`config.mk`:
```
export PLATFORM = sky130hd
export DESIGN_NAME = ccm_mul
export DESIGN_NICKNAME = d
export VERILOG_FILES = /design/src/sv/ccm_mul.sv
export SDC_FILE = /design/constraint.sdc
export NUM_CORES = 2
export LEC_CHECK = 0
export ABC_AREA = 1
export BUFFER_PORTS_ARGS = -buffer_cell sky130_fd_sc_hd__buf_4
export CAP_MARGIN = 20
export CELL_PAD_IN_SITES_DETAIL_PLACEMENT = 1
export CELL_PAD_IN_SITES_GLOBAL_PLACEMENT = 2
export CORE_UTILIZATION = 35
export CTS_CLUSTER_DIAMETER = 80
export DETAILED_ROUTE_END_ITERATION = 10
export MAX_ROUTING_LAYER = met4
export PLACE_DENSITY = 0.78
export SLEW_MARGIN = 5
export SYNTH_ARGS = -nofsm -noshare
export SYNTH_HDL_FRONTEND = slang
export SYNTH_SLANG_ARGS = --single-unit
```
`constraint.sdc`:
```
create_clock -name clk -period 8.17 [get_ports clk]
set_clock_uncertainty 0.15 [all_clocks]
set_input_delay 1.634 -clock clk [delete_from_list [all_inputs] [get_ports clk]]
set_output_delay 1.634 -clock clk [all_outputs]
set_load 0.01 [all_outputs]
```
`src/sv/ccm_mul.sv`:
```
// Pipelined unsigned multiplier built from 32x32 partial products.
// Three register stages: partial products, row sums, final sum. Uses no package.
`default_nettype none

module ccm_mul #(
	parameter int AW = 32,
	parameter int BW = 32
) (
	input  wire logic             clk,
	input  wire logic             en,
	input  wire logic [AW-1:0]    a,
	input  wire logic [BW-1:0]    b,
	output logic [AW+BW-1:0]      p
);

	localparam int NA = (AW + 31) / 32;
	localparam int NB = (BW + 31) / 32;
	localparam int PW = 32 * (NA + NB);

	logic [NA*32-1:0] a_x;
	logic [NB*32-1:0] b_x;
	logic [63:0]      pp_s1 [NA][NB];
	logic [PW-1:0]    row_n [NA];
	logic [PW-1:0]    row_s2 [NA];
	logic [PW-1:0]    sum_n;
	logic [PW-1:0]    sum_s3;

	assign a_x = (NA*32)'(a);
	assign b_x = (NB*32)'(b);

	for (genvar i = 0; i < NA; i++) begin : g_row
		for (genvar j = 0; j < NB; j++) begin : g_col
			always_ff @(posedge clk) begin
				if (en)
					pp_s1[i][j] <= 64'(a_x[32*i +: 32]) * 64'(b_x[32*j +: 32]);
			end
		end
	end

	always_comb begin
		for (int i = 0; i < NA; i++) begin
			row_n[i] = '0;
			for (int j = 0; j < NB; j++)
				row_n[i] = row_n[i] + (PW'(pp_s1[i][j]) << (32 * j));
		end
	end

	always_comb begin
		sum_n = '0;
		for (int i = 0; i < NA; i++)
			sum_n = sum_n + (row_s2[i] << (32 * i));
	end

	always_ff @(posedge clk) begin
		if (en) begin
			row_s2 <= row_n;
			sum_s3 <= sum_n;
		end
	end

	assign p = sum_s3[AW+BW-1:0];

endmodule

`default_nettype wire

```
Word level (Yosys, flattened, before mapping)
Memories as Yosys holds them, arrays and structs flattened. A register that Yosys moved wholly into a read port is not among the register bits.
Cells that the tools add are included.
Word-level totals
  memories: 1
  bits in writable memories: 64
  logic and storage cells: 5
  bits in registers: 64
Operators by class
  $mul: 1
  mux-type cells: 2
Memory list
  pp_s1: depth 1, bits a word 64, rd ports 1, clocked after Yosys merged registers in 1, wr ports 1, RTL line 22  | logic [63:0] pp_s1 [NA][NB];
Operators by type and width (count)
  $mul A32 B32 Y64: 1
  $mux W1: 2

Depth between registers and ports, before layout
  depth after elaboration: 2
  mapped depth: 30
  mapped depth without buffers: 29

Worst setup path after synthesis
No wires, ideal clock.
  path kind: input to register
  from: in a[25]
  to: mem pp_s1[0][60] (netlist name), data pin
  path buffers: 1
  library setup time: 252 ps
  setup slack: 437 ps
  data arrival time: 7331 ps
  stages on the path: 26
  cells stage by stage: clkbuf_1 nand2_1 fa_1 inv_1 fa_1 inv_1 fa_1 inv_1 fa_1 fa_1 fa_1 fa_1 inv_1 fa_1 inv_1 ha_1 nand2_1 nand2_1 a21oi_1 nand2_1 nand2_1 nand2_1 a21oi_1 nand2_1 nand2_1 nand2_1
On the way
  longest elaborated chain between the ends: 1
Ends and longest elaborated chain
  start: declaration: RTL line 11  | input wire logic [AW-1:0] a,
  $mul A32 B32 Y64: RTL line 35  | pp_s1[i][j] <= 64'(a_x[32*i +: 32]) * 64'(b_x[32*j +: 32]);
  end: declaration: RTL line 22
No other way between the ends.

Final worst setup path
  from: in a[16]
  to: mem pp_s1[0][39] (netlist name), data pin
Same word-level chain as after synthesis.

==> results.md <==
- Critical Path AT: 8.06 ns
- Largest area contributor in the netlist: fa_1
- Synth top cells by count: inv_1, nand2_1, fa_1, ha_1
- Slowest Stage Delay on Critical Path: 0.58 ns
- WL/cell: 18.20 um
- Cell family with most CP delay: adder cells
- Synth Area in Adders: 0.5074
- Global-route wire length before repair: 201.2 mm
- Total grt overflow: 0
- Slew HR: 0.3190
- Critical Path Sink: pp_s1[0][39]$_DFFE_PP_
- Post-place setup slack: -0.3871 ns
- Largest net degree at the start of global routing: 122
- Status: complete, no violations
- #FFs+latches synth: 192
- Mean Syn Cell Area: 8.126 sq um
- Layout Nets: 6633
- Skew-Pair Late Insertion Delay: 0.45 ns
- Final TNS setup: 0 ns
- Vias in the first global route: 35410
- GP Congestion: 0.8855
- Simple-Gate Fraction of Synth Area: 0.1668
- Post-synth top area share: 0.4287
- # fillers: 14220
- Final setup viols: 0
- Post-route DRC: 0
- Final Critical Period: 7.987 ns
- Worst-case reg-to-reg path depth: 0
- Mapped Cells: 5149
- Number of CTS-inserted buffers: 17
- Syn nets: 6374
- Yosys cell types: 24
- Worst-Margin Slew: 1.021 ns
- Fmax: 125.2 MHz
- Layout cell share with drive strength beyond 1: 0.09666
- Synth Area in XOR/XNOR: 0.007536
- I/O pins: 130
- Post-synth EDFFs: 192
- Multiplexer share of the synthesized area: 0
- Clock tree root buffer cell: clkbuf_16
- Placed Area: 0.04654 sq mm
- RSZ-0062 raised after global routing: no
- Most common cell in the netlist: inv_1
- Antenna violations before repair: 2
- Total track usage: 0.2236
- Slack of the critical path: 0.1832 ns
- Crit-path most repeated cell: fa_1
- Clock transition at path regs: 0.09 ns
- Hpwl dp: 111.9 mm
- Worst Path Required: 8.24 ns
- Critical path capture point type: flip-flop
- RR Startpoint: pp_s1[0][21]$_DFFE_PP_
- PortBufs: 129
- Die Span X: 347.7 um
- Top cells by area, synth: fa_1, inv_1, nand2_1
- Synth Area in Compound Gates: 0.007626
- Largest family of logic cells by synthesized area: adder cells
- Reg2reg setup slack: 7.23 ns
- Final hold vios: 0
- Worst-path fanout max: 18
- Final Cycle Share: 0.9776
- Clock tree sinks: 192
- Max H-tree Level: 4
- Main synth FF type: edfxtp_1
- CTS tree: built
- Starting Density: 0.3539
- Core Region: 0.1182 sq mm
- Worst Path Buf+Inv: 6
- FF-to-FF End: row_s2[21]$_DFFE_PP_
- Vias post-DR: 31370
- Area delta synth->final: 12.86%
- Setup crit start: a[16]
- Levels on crit path: 24
- Critical path class: in -> reg
- DRT Wirelength: 126.6 mm
- First drt pass iteration count: 5
- DIE HEIGHT: 347.7 um
- Async set-reset flop share out of synthesis: 0
- DR vias/cell: 4.508
- Setup Fix Bufs, Post-CTS: 0
- CP Launch Type: input port
- Worst path slowest cell: fa_1
- Full die area: 0.1209 sq mm
- Synth warn: 0
- Worst path cell trace: buf_4 > buf_4 > nand2_1 > inv_1 > fa_1 > fa_1 > fa_1 > inv_1 > fa_1 > inv_1 > fa_1 > fa_1 > fa_1 > fa_1 > ha_1 > nand2_1 > nor2_1 > nand2_1 > inv_1 > nand4_1 > nand3_1 > nand3_1 > nand3_1 > nand2_1
- Drt initial violations: 1336
- Post-DRT Antenna Nets: 0
- Worst min-delay path category: reg -> reg
- Slew Viols, Final: 0
- Number of placement rows: 126
- Cell area after synthesis: 0.04184 sq mm
- Max Cap Violations: 0
- Longest Clk Path Bufs: 2
- Post-synthesis sequential area ratio: 0.1378
- Fin area: 0.04722 sq mm
- HP Start: pp_s1[0][10]$_DFFE_PP_
==> per-stage QoR <==
stage | instances | util | hold slack (ns)
2_1_floorplan | 5149 | - | 0.2503
3_3_place_gp | 6925 | 0.3936 | 0.2509
3_5_place_dp | 6925 | 0.3936 | 0.2551
4_1_cts | 6957 | 0.3990 | 0.2698
5_1_grt | 6959 | 0.3994 | 0.2729
6_report | 6959 | 0.3994 | 0.2700
==> layout by cell type, fill, tap and decap left out, types with 6 or more instances in the layout <==
master	synthesis	routed
a21oi_1	45	44
buf_12	0	20
buf_4	0	406
clkbuf_16	0	17
edfxtp_1	192	192
fa_1	896	896
ha_1	263	262
inv_1	1728	1728
inv_2	7	7
nand2_1	1566	1565
nand2_2	10	11
nand3_1	61	61
nand3_2	6	6
nand4_1	16	16
nor2_1	76	73
nor2_2	21	24
nor3_1	12	12
o21bai_1	9	9
xor2_1	32	31
==> final cells by class <==
| cell class | instances | area, sq um | share of cell area |
|---|---|---|---|
| inverter | 1735 | 6513 | 0.1379 |
| antenna | 2 | 5.005 | 0.0001060 |
| clock inverter | 15 | 207.7 | 0.004399 |
| clock buffer | 17 | 425.4 | 0.009009 |
| multi-input combinational | 3030 | 28860 | 0.6113 |
| timing repair buffer | 432 | 3518 | 0.07451 |
| tap | 1536 | 1922 | 0.04070 |
| sequential | 192 | 5766 | 0.1221 |
==> flip-flops by register name (all words and copies together), names as in the netlist <==
signal / count
pp_s1: 64
p: 64
row_s2: 64
==> routing by layer <==
metal  part of all wire  track usage
met3              0.021      0.01608
met5                  0            -
met4              0.023      0.05053
met2               0.52       0.4000
met1               0.43       0.2749
==> cell families (layout without fill, tap and decap cells) <==
family | count (synthesis) | count (layout)
buffers and inverters | 1927 | 2199
xor gates and xnor gates | 36 | 36
and+or+nand+nor | 1777 | 1777
other | 0 | 2
adders and majority gates | 1159 | 1159
AOI/OAI and AO/OA | 58 | 58
DFF | 192 | 192
==> how the worst min path moves through the flow <==
stage | end | slack, ns | cells past startpoint
4_1_cts | row_s2[3]$_DFFE_PP_ | 0.27 | 0
3_3_place_gp | p[11]$_DFFE_PP_ | 0.25 | 0
3_5_place_dp | p[54]$_DFFE_PP_ | 0.26 | 0
6_report | row_s2[10]$_DFFE_PP_ | 0.27 | 0
2_1_floorplan | p[0]$_DFFE_PP_ | 0.25 | 0
5_1_grt | row_s2[3]$_DFFE_PP_ | 0.27 | 0
==> timing repair <==
item	4_1_cts	5_1_grt
gates resized for setup	0	12
setup endpoints to repair	0	13
hold buffers	0	0
Power is left out: the tool's default activity adds up to more than one toggle a clock period on the data nets, which glitch-free logic cannot reach.
